===== config.mk =====
export PLATFORM = sky130hd
export DESIGN_NAME = limited_trial_division_unit_flat
export DESIGN_NICKNAME = d
export VERILOG_FILES = /design/src/rtl/ltd_pkg.sv /design/src/rtl/ltd_req_if.sv /design/src/rtl/limited_trial_division_unit.sv /design/src/flat_wrapper.sv
export SDC_FILE = /design/constraint.sdc
export NUM_CORES = 1
export LEC_CHECK = 0
export ABC_AREA = 0
export BUFFER_PORTS_ARGS = -buffer_cell sky130_fd_sc_hd__buf_2
export CORE_ASPECT_RATIO = 0.75
export CORE_UTILIZATION = 60
export CTS_CLUSTER_SIZE = 24
export DETAILED_ROUTE_END_ITERATION = 10
export GPL_ROUTABILITY_DRIVEN = 0
export PLACE_DENSITY = 0.79
export SYNTH_ARGS = -nofsm -noshare
export SYNTH_HDL_FRONTEND = slang
export SYNTH_SLANG_ARGS = --single-unit

===== constraint.sdc =====
create_clock -name clk -period 7.35 [get_ports clk]
set_input_delay 1.1025 -clock clk [delete_from_list [all_inputs] [get_ports clk]]
set_output_delay 1.1025 -clock clk [all_outputs]
set_load 0.05 [all_outputs]

===== src/rtl/ltd_pkg.sv =====
// shared types and constants for the limited trial division unit
package ltd_pkg;

  localparam int NUM_W = 32;
  localparam int SQ_W  = NUM_W + 1;
  localparam int CNT_W = $clog2(NUM_W);

  typedef logic [NUM_W-1:0] num_t;
  typedef logic [SQ_W-1:0]  sq_t;
  typedef logic [CNT_W-1:0] cnt_t;
  typedef logic [1:0]       mode_t;

  localparam mode_t MODE_SQRT = 2'd0;
  localparam mode_t MODE_HALF = 2'd1;
  localparam mode_t MODE_FULL = 2'd2;

  localparam cnt_t CNT_LAST = cnt_t'(NUM_W - 1);

endpackage


===== src/rtl/ltd_req_if.sv =====
// request and result channel interfaces
interface ltd_req_if;
  import ltd_pkg::*;
  logic valid;
  logic ready;
  num_t number;
  modport source(output valid, output number, input ready);
  modport sink(input valid, input number, output ready);
endinterface

interface ltd_rsp_if;
  import ltd_pkg::*;
  logic valid;
  logic ready;
  num_t larger_factor;
  num_t smaller_factor;
  modport source(output valid, output larger_factor, output smaller_factor, input ready);
  modport sink(input valid, input larger_factor, input smaller_factor, output ready);
endinterface


===== src/rtl/limited_trial_division_unit.sv =====
// limited trial division unit: splits a number into its largest divisor pair
//
// One request carries a number n. The unit tries divisors d = 2, 3, ... and
// for each one runs a restoring divider that produces one quotient bit per
// cycle; a trial is a compare, NUM_W divide steps and a decide. The walk
// stops at the first d that divides n, or when d*d > n, or when d passes
// the limit set by limit_mode (0 floor square root, 1 n halved, 2 or 3 n
// itself). A hit gives larger_factor = n / d and smaller_factor = d; no
// hit gives (n, 1); n = 0 gives (0, 0). The unit takes one request at a
// time (req.ready only while idle). The result sits in an output register,
// so a new request is accepted while an earlier result still waits to be
// taken. limit_mode is written through cfg_we / cfg_wdata and must only
// change while idle.
module limited_trial_division_unit (
  input  logic                clk,
  input  logic                rst,
  input  logic                cfg_we,
  input  ltd_pkg::mode_t      cfg_wdata,
  ltd_req_if.sink             req,
  ltd_rsp_if.source           rsp
);
  import ltd_pkg::*;

  typedef enum logic [2:0] {
    ST_IDLE,
    ST_CHECK,
    ST_DIV,
    ST_NEXT,
    ST_DONE
  } state_t;

  state_t state;
  mode_t  limit_mode;

  // latched request and search state
  num_t number;
  num_t divisor;
  sq_t  square;      // divisor * divisor, kept by increments

  // shared divider registers
  num_t rem;
  num_t quot;        // dividend shifts out, quotient shifts in
  cnt_t cnt;

  // pending result
  num_t res_large;
  num_t res_small;

  // result register
  logic out_valid;
  num_t out_large;
  num_t out_small;
  logic load_out;    // pending result moves into the result register

  // divider step: one restoring subtract
  logic [NUM_W+1:0] diff;
  logic             neg;

  // search stop test
  logic past_limit;
  logic stop;

  assign diff = {1'b0, rem, quot[NUM_W-1]} - {2'b00, divisor};
  assign neg  = diff[NUM_W+1];

  always_comb begin
    case (limit_mode)
      MODE_SQRT: past_limit = 1'b0;              // square test covers it
      MODE_HALF: past_limit = divisor > (number >> 1);
      default:   past_limit = divisor > number;  // number itself
    endcase
  end

  assign stop = (square > {1'b0, number}) || past_limit;

  // result register is free, or is being emptied this cycle
  assign load_out = (state == ST_DONE) && (!out_valid || rsp.ready);

  assign req.ready          = (state == ST_IDLE);
  assign rsp.valid          = out_valid;
  assign rsp.larger_factor  = out_large;
  assign rsp.smaller_factor = out_small;

  // configuration register
  always_ff @(posedge clk) begin
    if (rst) begin
      limit_mode <= MODE_SQRT;
    end else if (cfg_we) begin
      limit_mode <= cfg_wdata;
    end
  end

  // sequencer and datapath
  always_ff @(posedge clk) begin
    if (rst) begin
      state     <= ST_IDLE;
      out_valid <= 1'b0;
    end else begin
      if (load_out) begin
        out_valid <= 1'b1;
      end else if (rsp.valid && rsp.ready) begin
        out_valid <= 1'b0;
      end
      case (state)
        ST_IDLE: begin
          if (req.valid) begin
            number  <= req.number;
            divisor <= num_t'(2);
            square  <= sq_t'(4);
            if (req.number == '0) begin
              // zero has no divisor pair
              res_large <= '0;
              res_small <= '0;
              state     <= ST_DONE;
            end else begin
              state <= ST_CHECK;
            end
          end
        end
        ST_CHECK: begin
          if (stop) begin
            // no divisor found: number is prime (or one)
            res_large <= number;
            res_small <= num_t'(1);
            state     <= ST_DONE;
          end else begin
            rem   <= '0;
            quot  <= number;
            cnt   <= '0;
            state <= ST_DIV;
          end
        end
        ST_DIV: begin
          if (!neg) begin
            rem <= diff[NUM_W-1:0];
          end else begin
            rem <= {rem[NUM_W-2:0], quot[NUM_W-1]};
          end
          quot <= {quot[NUM_W-2:0], ~neg};
          cnt  <= cnt + cnt_t'(1);
          if (cnt == CNT_LAST) begin
            state <= ST_NEXT;
          end
        end
        ST_NEXT: begin
          if (rem == '0) begin
            // smallest divisor found, cofactor is the larger one
            res_large <= quot;
            res_small <= divisor;
            state     <= ST_DONE;
          end else begin
            divisor <= divisor + num_t'(1);
            square  <= square + {divisor, 1'b1};  // (d+1)^2 = d^2 + 2d + 1
            state   <= ST_CHECK;
          end
        end
        ST_DONE: begin
          if (load_out) begin
            out_large <= res_large;
            out_small <= res_small;
            state     <= ST_IDLE;
          end
        end
        default: begin
          state <= ST_IDLE;
        end
      endcase
    end
  end

endmodule


===== src/flat_wrapper.sv =====
// flat-port wrapper written by rule: the top's interface ports become plain ports
module limited_trial_division_unit_flat import ltd_pkg::*;
  (clk, rst, cfg_we, cfg_wdata, req_valid, req_number, req_ready, rsp_valid, rsp_larger_factor, rsp_smaller_factor, rsp_ready);
  ltd_req_if req_i ();
  ltd_rsp_if rsp_i ();
  input  logic clk;
  input  logic rst;
  input  logic cfg_we;
  input  ltd_pkg::mode_t cfg_wdata;
  input wire logic [$bits(req_i.valid)-1:0] req_valid;
  input wire logic [$bits(req_i.number)-1:0] req_number;
  output wire logic [$bits(req_i.ready)-1:0] req_ready;
  output wire logic [$bits(rsp_i.valid)-1:0] rsp_valid;
  output wire logic [$bits(rsp_i.larger_factor)-1:0] rsp_larger_factor;
  output wire logic [$bits(rsp_i.smaller_factor)-1:0] rsp_smaller_factor;
  input wire logic [$bits(rsp_i.ready)-1:0] rsp_ready;
  assign req_i.valid = req_valid;
  assign req_i.number = req_number;
  assign req_ready = req_i.ready;
  assign rsp_valid = rsp_i.valid;
  assign rsp_larger_factor = rsp_i.larger_factor;
  assign rsp_smaller_factor = rsp_i.smaller_factor;
  assign rsp_i.ready = rsp_ready;
  limited_trial_division_unit u_core (.clk(clk), .rst(rst), .cfg_we(cfg_we), .cfg_wdata(cfg_wdata), .req(req_i), .rsp(rsp_i));
endmodule

==> impl_metrics.py, run 1 <==
metrics = {
    "yosys": {
        "synth_top_area_cell": "edfxtp_1",
        "synth_compound_area_share_pct": 14.7,
        "synth-simple-area-share_pct": 13.4,
        "synth_top_family_by_area": "compound AO/OA/AOI/OAI gates",
        "synth.area.top_cells": "edfxtp_1, ha_1, nor2_1",
        "synth_edf_count": 294,
        "ys_ff_latch": 300,
        "synthAdderAreaFrac_pct": 11.9,
        "ys_types": 75,
        "synth_xor_area_share_pct": 3.31,
        "muxShareOfSynthArea_pct": 1.64,
        "synthArstFlopShare_pct": 0,
        "yosys_warnings": 0,
        "synth_top_area_share_pct": 51.3,
        "syn-num-nets": 1744,
        "synth-main-ff-cell": "edfxtp_1",
        "avgSynthCellArea_um2": 11.2,
        "netlist_area_um2": 17200,
        "ys_seq_area_share_pct": 52.0,
        "netlist_instances": 1542,
    },
    "setup_path": {
        "r2r_slack_ps": 2620,
        "cp_num_buf_inv": 2,
        "critPathLaunchType": "register",
        "cp-endpoint": "u_core.rem[30]",
        "reg2reg_to": "u_core.rem[30]",
        "cp.arrival_ps": 4930,
        "critPathKind": "reg2reg",
        "startpoint": "u_core.divisor[25]",
        "worst_path_most_repeated_cell": "buf_4",
        "slowest_delay_ps": 960,
        "cp_max_fo": 39,
        "path_depth": 11,
        "required_ps": 7550,
        "cp_slowest_cell": "a21oi_4",
        "reg2reg_from": "u_core.divisor[25]",
        "critical_path.endpoint_type": "register",
        "cp_top_family": "compound AO/OA/AOI/OAI gates",
        "crit_chain": "ha_1, a21o_1, a21oi_1, nor2_1, a2111oi_0, buf_4, o22ai_1, o31ai_1, o2111ai_1, a21oi_4, buf_4",
        "r2r.worst_path.cells": 11,
    },
    "sta": {
        "setup_viol": 0,
        "hold_violations": 0,
        "tightest_slew_ps": 1100,
        "max_freq_ghz": 0.211,
        "finalSetupTns_ps": 0,
        "setup_slack_ps": 2620,
        "clock_skew_ps": 13.9,
        "slew-limit-headroom_pct": 26.7,
        "slew_viol_final": 0,
        "post-route-period-util_pct": 64.3,
        "rsz0062_at_grt": "no",
        "fin_crit_ps": 4730,
        "fin_hold_ws_ps": 418,
    },
    "drt": {
        "via_count": 12767,
        "dr.pass1.iters": 5,
        "wirelength_um": 41400,
        "vias_per_cell": 6.22,
        "avgRoutedWirePerCell_um": 20.2,
        "ant_nets": 0,
        "drc_errors": 0,
        "drtIter0Drc": 1214,
    },
    "status": {
        "status": "complete, no violations",
    },
    "placed_design": {
        "hpwl_um": 29600,
        "dp_slack_ps": 2620,
        "port_buffers": 104,
        "place_area_um2": 18100,
        "place_inst": 1999,
    },
    "global_routing": {
        "grt_max_degree": 73,
        "grt_pass1_vias": 11861,
        "grt_overflow": 0,
        "antenna_found_initial": 0,
        "grt_pass1_wl_um": 63900,
        "gr-usage-all-layers_pct": 28.0,
    },
    "power_and_ir_drop": {
        "power_mw": 4.56,
        "p_sw_mw": 1.24,
        "power_frac_seq_pct": 45.8,
        "leakagePower_nw": 7.58,
        "pwr-share-comb_pct": 17.2,
        "ir_worst_vdd_uv": 140,
        "power_density_nw_per_um2": 238,
        "p_sw_share_pct": 27.1,
        "p_int_mw": 3.33,
        "power.share.clock_pct": 37.0,
    },
    "floorplan": {
        "die_y_um": 149,
        "start_util_pct": 61.2,
        "die_area_um2": 29300,
        "pin_count": 105,
        "core_um2": 28100,
        "die_width_um": 197,
        "row_count": 53,
    },
    "cts": {
        "cts_tree": "done",
        "cts_setup_buffers": 0,
        "clockBufferDepth": 3,
        "hold_buffers": 0,
        "clkSlewWorstSetupHoldPaths_ps": 60,
        "clk_latency_ps": 570,
        "htreeDepth": 1,
        "clkSinkCount": 300,
        "numCtsBuffers": 30,
        "cts_root_buf": "clkbuf_16",
        "postCtsResizedCells": 0,
    },
    "final_layout": {
        "layout_common_cells": "edfxtp_1, ha_1, nor2_1",
        "final_area_um2": 19200,
        "layout.cells.most_common": "edfxtp_1",
        "nNetsFinal": 1848,
        "layout-drive-gt1-share_pct": 11.8,
        "area_growth_pct": 11.7,
        "antenna_cells": 0,
        "instances_no_fill": 2052,
        "finish.utilization_pct": 68.3,
    },
    "hold_path": {
        "min_path_cells": 0,
        "hp-class": "reg2reg",
    },
    "flow_run": {
        "maxCapViolations": 0,
    },
}
==> cells by family (layout without fill, tap and decap cells) <==
group	Yosys count	after routing
fa+ha+maj	163	163
xor+xnor	65	65
simple gates	476	476
compound gates	380	380
flops	300	300
buf+inv	130	255
mux	28	28
==> synth_stat cells (all sizes together) (8+ instances only) <==
master	instances
clkbuf	32
and3	12
or3	10
o21ai	93
inv	86
nor2	160
nor2b	21
or2	8
nand2b	10
a22o	33
nor3	23
xor2	15
nand3	37
nand2	110
edfxtp	294
xnor2	50
a21oi	88
and4	10
ha	161
buf	12
o21a	22
a31oi	8
o211ai	19
a21o	45
a211oi	22
nand4	30
and2	9
nor4	24
mux2i	26
==> power groups by stage <==
stage	registers, mW	clock network (mW)	logic (mW)
after floorplan	2.14	0	0.544
after global placement	2.12	0	0.739
after detailed placement	2.12	0	0.767
after CTS	2.09	1.70	0.776
after global routing	2.10	1.76	0.867
final	2.09	1.69	0.786
==> layout make-up <==
cell class,instances,area [um^2]
clock buffers,39,826
repair buffers,116,611
inverters,86,323
clock inverters,14,253
multi-input cells,1112,7770
flip-flops and latches,300,8950
fillers,2071,8900
well taps,385,482
==> routing by layer <==
metal	global-route usage (%)	routed length [um]	up-vias
li1	-	-	6013
met1	41.9	18500	6129
met2	41.7	17900	535
met3	4.74	3780	90
met4	8.26	1150	0
met5	0	0	-
==> state kept, by name (all words and copies together), names as in the netlist <==
name and flops:
u_core.number 32, u_core.divisor 32, u_core.rsp.valid 1, u_core.rem 32
u_core.quot 32, u_core.rsp.smaller_factor 32, u_core.square 33, u_core.res_small 32
u_core.rsp.larger_factor 32, u_core.limit_mode 2, u_core.cnt 5, u_core.state 3
u_core.res_large 32
==> worst min path at each step <==
stage                               from                      endpoint
global route        u_core.res_large[26]  u_core.rsp.larger_factor[26]
global placement     u_core.res_large[7]   u_core.rsp.larger_factor[7]
finish               u_core.res_small[1]  u_core.rsp.smaller_factor[1]
detailed placement  u_core.res_large[12]  u_core.rsp.larger_factor[12]
floorplan            u_core.res_large[0]   u_core.rsp.larger_factor[0]
CTS                 u_core.res_large[26]  u_core.rsp.larger_factor[26]
No activity file was read; power rests on OpenSTA's default activity.
==> inputs of run 2 (changes only) <==
- clock period: 7.35 -> 4.6 ns (I/O delays scaled with it)
==> run 2 against run 1 <==
Net effect: total power grew 59%; maximum frequency grew 16%; utilization increased by 0.20 points; via count rose by 0.94%; clock skew is 9.8 ps higher; highest routed layer unchanged; design area grew 0.30%; sequential power increased by 59%.
==> impl_metrics.py, run 2 (same netlist as run 1, synthesis figures left out) <==
metrics = {
    "final_layout": {
        "layout-drive-gt1-share_pct": 12.0,
        "layout_common_cells": "edfxtp_1, ha_1, nor2_1",
        "largest_reg_flops": 33,
        "layout.cells.most_common": "edfxtp_1",
        "regMostFlops": "u_core.square",
        "nNetsFinal": 1850,
        "area_growth_pct": 12.1,
    },
    "cts": {
        "cts_root_buf": "clkbuf_16",
        "clockBufferDepth": 3,
        "clkSlewWorstSetupHoldPaths_ps": 60,
        "cts_tree": "done",
        "hold_buffers": 0,
        "numCtsBuffers": 30,
        "postCtsResizedCells": 0,
        "htreeDepth": 1,
        "cts_setup_buffers": 0,
        "clkSinkCount": 300,
        "clk_latency_ps": 580,
    },
    "sta": {
        "slew-limit-headroom_pct": 32.4,
        "post-route-period-util_pct": 88.9,
        "finalSetupTns_ps": 0,
        "fin_crit_ps": 4090,
        "fin_hold_ws_ps": 307,
        "tightest_slew_ps": 1010,
        "clock_skew_ps": 23.8,
        "max_freq_ghz": 0.245,
        "rsz0062_at_grt": "no",
        "hold_violations": 0,
        "slew_viol_final": 0,
        "setup_viol": 0,
    },
    "status": {
        "status": "complete, no violations",
    },
    "drt": {
        "drtIter0Drc": 1157,
        "dr.pass1.iters": 7,
        "wirelength_um": 42700,
        "vias_per_cell": 6.26,
        "avgRoutedWirePerCell_um": 20.7,
        "ant_nets": 0,
        "drc_errors": 0,
        "via_count": 12887,
    },
    "power_and_ir_drop": {
        "leakagePower_nw": 7.60,
        "ir_worst_vdd_uv": 240,
        "power_density_nw_per_um2": 377,
    },
    "setup_path": {
        "r2r_slack_ps": 510,
        "required_ps": 4790,
        "crit_chain": "inv_1, ha_1, and4b_1, nand4_1, or2_2, nor3_1, a21boi_0, o41ai_1, o2111ai_1, and2_2, buf_4",
        "cp_slowest_cell": "nor3_1",
        "reg2reg_from": "u_core.number[30]",
        "critical_path.endpoint_type": "register",
        "cp_num_buf_inv": 2,
        "cp_max_fo": 45,
        "reg2reg_to": "u_core.res_small[28]",
        "critPathLaunchType": "register",
        "cp.arrival_ps": 4280,
        "critPathKind": "reg2reg",
        "r2r.worst_path.cells": 11,
        "cp_top_family": "simple AND/OR/NAND/NOR gates",
        "slowest_delay_ps": 490,
    },
    "global_routing": {
        "grt_pass1_wl_um": 66100,
        "antenna_found_initial": 1,
        "grt_pass1_vias": 12083,
        "gr-usage-all-layers_pct": 29.2,
        "grt_overflow": 0,
        "grt_max_degree": 70,
    },
    "hold_path": {
        "min_path_cells": 1,
        "hp-class": "in2reg",
        "hold-path-endpoint": "u_core.number[15]",
        "min-delay-start": "req_number[15]",
    },
    "placed_design": {
        "hpwl_um": 30900,
        "port_buffers": 104,
    },
    "floorplan": {
        "die_width_um": 197,
        "start_util_pct": 61.2,
        "die_area_um2": 29300,
        "pin_count": 105,
        "die_y_um": 149,
        "row_count": 53,
        "core_um2": 28100,
    },
    "flow_run": {
        "maxCapViolations": 0,
    },
}
run 2: cell count changes in the layout (fill, tap and decap cells not counted):
cell and delta:
nor3_4 +1, inv_6 +1, buf_12 +3, nor3_2 -1, buf_4 -1, clkinvlp_4 +2
bufinv_16 -2, clkinv_1 +1, clkbuf_1 -2, clkinv_2 -1, clkbuf_8 +3, diode_2 +1
run 2: cell type report:
type | count | area [um^2]
Antenna cell | 1 | 2.50
Sequential cell | 300 | 8950
Multi-Input combinational cell | 1112 | 7780
Fill cell | 2061 | 8850
Clock inverter | 15 | 215
Timing Repair Buffer | 118 | 663
Clock buffer | 40 | 860
Inverter | 86 | 323
Tap cell | 385 | 482
run 2: layer usage:
layer / GRT usage (%) / vias up / share of wire (%)
li1: - / 6025 / -
met3: 6.94 / 81 / 9.2
met5: 0 / - / 0
met2: 42.8 / 559 / 43
met4: 8.22 / 0 / 2.7
met1: 43.1 / 6222 / 45
run 2: power breakdown:
group,internal (mW),leakage (nW),switching [mW]
clock,1.59,0.514,1.06
combinational,0.462,4.33,0.820
sequential,3.21,2.75,0.121
run 2: per-stage QoR:
stage / total power, mW / area (um^2) / util [%] / setup WS (ps) / std cells
detailed placement: 4.64 / 18200 / 64.7 / 711 / 2001
global route: 7.52 / 19300 / 68.5 / 362 / 2056
CTS: 7.27 / 19300 / 68.5 / 688 / 2056
global placement: 4.59 / 18200 / 64.7 / 734 / 2001
finish: 7.26 / 19300 / 68.5 / 511 / 2057
floorplan: 4.28 / 17200 / - / 137 / 1542
run 2: how the worst max path moves through the flow:
stage | from | end | slack [ps] | depth (start not counted)
2_1_floorplan | u_core.divisor[27] | u_core.cnt[0] | 140 | 9
3_3_place_gp | req_number[16] | u_core.res_small[27] | 730 | 10
3_5_place_dp | u_core.number[30] | u_core.res_small[27] | 710 | 11
4_1_cts | u_core.number[30] | u_core.res_small[22] | 690 | 11
5_1_grt | u_core.number[30] | u_core.res_small[26] | 360 | 11
6_report | u_core.number[30] | u_core.res_small[28] | 510 | 11
==> inputs of run 3 (changes only) <==
- REMOVE_ABC_BUFFERS: not set -> 1
==> run 3 against run 2 <==
Net effect: global-route usage up 0.96 points; flip-flop and latch count unchanged; largest cell class unchanged; critical path type unchanged; hold slack worse by 11 ps; cell count about the same; die area unchanged; count of clock-buffer cells in the layout down 9; first-iteration DRC count up 12%; total power up 0.29%; clock skew up 5.2 ps; utilization about the same.
==> impl_metrics.py, run 3 (same netlist as run 1, synthesis figures left out) <==
metrics = {
    "status": {
        "status": "complete, no violations",
    },
    "final_layout": {
        "instances_no_fill": 2059,
        "regMostFlops": "u_core.square",
        "layout.cells.most_common": "edfxtp_1",
        "antenna_cells": 0,
        "final_area_um2": 19300,
        "layout_common_cells": "edfxtp_1, ha_1, nor2_1",
        "largest_reg_flops": 33,
        "nNetsFinal": 1852,
        "area_growth_pct": 12.0,
        "layout-drive-gt1-share_pct": 12.2,
    },
    "global_routing": {
        "grt_overflow": 0,
        "grt_pass1_wl_um": 68200,
        "grt_pass1_vias": 12438,
        "antenna_found_initial": 0,
        "grt_max_degree": 46,
        "gr-usage-all-layers_pct": 30.1,
    },
    "cts": {
        "cts_root_buf": "clkbuf_16",
        "hold_buffers": 0,
        "cts_tree": "done",
        "cts_setup_buffers": 0,
        "clkSinkCount": 300,
        "numCtsBuffers": 30,
        "clk_latency_ps": 600,
        "clockBufferDepth": 3,
        "htreeDepth": 1,
        "postCtsResizedCells": 0,
        "clkSlewWorstSetupHoldPaths_ps": 60,
    },
    "drt": {
        "drc_errors": 0,
        "wirelength_um": 44100,
        "via_count": 13188,
        "drtIter0Drc": 1295,
        "avgRoutedWirePerCell_um": 21.4,
        "vias_per_cell": 6.41,
        "ant_nets": 0,
        "dr.pass1.iters": 5,
    },
    "floorplan": {
        "die_y_um": 149,
        "start_util_pct": 61.2,
        "row_count": 53,
        "die_width_um": 197,
        "core_um2": 28100,
        "die_area_um2": 29300,
        "pin_count": 105,
    },
    "sta": {
        "max_freq_ghz": 0.267,
        "tightest_slew_ps": 1040,
        "fin_hold_ws_ps": 296,
        "slew-limit-headroom_pct": 30.6,
        "post-route-period-util_pct": 81.5,
        "fin_crit_ps": 3750,
        "slew_viol_final": 0,
        "clock_skew_ps": 29.0,
        "hold_violations": 0,
        "finalSetupTns_ps": 0,
        "setup_viol": 0,
        "rsz0062_at_grt": "no",
    },
    "flow_run": {
        "maxCapViolations": 0,
    },
    "power_and_ir_drop": {
        "power_density_nw_per_um2": 378,
        "ir_worst_vdd_uv": 331,
        "leakagePower_nw": 7.61,
        "power_mw": 7.28,
    },
    "setup_path": {
        "critical_path.endpoint_type": "register",
        "critPathKind": "reg2reg",
        "required_ps": 4820,
        "cp.arrival_ps": 3970,
        "critPathLaunchType": "register",
        "cp_max_fo": 45,
    },
    "placed_design": {
        "port_buffers": 104,
        "place_inst": 2003,
        "place_area_um2": 18200,
        "hpwl_um": 32700,
    },
    "hold_path": {
        "hp-class": "in2reg",
    },
}
-- run 3: cell count changes in the layout (fill, tap and decap cells not counted), sizes merged --
| cell | delta |
|---|---|
| clkinv | +10 |
| clkbuf | -9 |
| buf | +2 |
| bufinv | +1 |
| clkinvlp | -1 |
| diode | -1 |
-- run 3: stage by stage --
stage / utilization [%] / setup slack [ps]
global placement: 64.7 / 951
finish: 68.5 / 851
detailed placement: 64.7 / 942
global route: 68.5 / 680
floorplan: - / -1460
CTS: 68.5 / 911
-- run 3: power by group --
| group | switching, mW | internal [mW] |
|---|---|---|
| clock | 1.11 | 1.54 |
| combinational | 0.832 | 0.463 |
| sequential | 0.127 | 3.21 |
-- run 3: area by class of cell --
class	instances	area, um^2
multi-input cells	1112	7780
clock inverters	25	317
flip-flops and latches	300	8950
clock buffers	31	754
repair buffers	120	666
well taps	385	482
fillers	2066	8850
inverters	86	323
-- run 3: worst paths after layout --
kind | start | cells past startpoint | slack [ps] | end
worst min register to register | u_core.res_small[21] | 0 | 410 | u_core.rsp.smaller_factor[21]
worst min-delay path | req_number[14] | 1 | 300 | u_core.number[14]
worst max register to register | u_core.number[22] | 11 | 850 | u_core.quot[24]
worst max-delay path | u_core.number[22] | 11 | 850 | u_core.quot[24]
-- run 3: layer usage --
layer  up-vias  GRT usage [%]  wire [um]
met5         -              0          0
met4         0           7.83       1120
met3        82           5.90       4960
met2       721           45.4      19300
met1      6360           44.7      18600
li1       6025              -          -
-- run 3: worst max-delay path, stage by stage (launching register included) --
cell and delay (ps):
edfxtp_1 410, inv_1 190, ha_1 280, a21o_1 170, a21o_1 190, a21oi_1 200
o22ai_1 100, o31a_1 250, o41ai_1 400, o2111ai_1 370, a21oi_4 260, buf_4 540
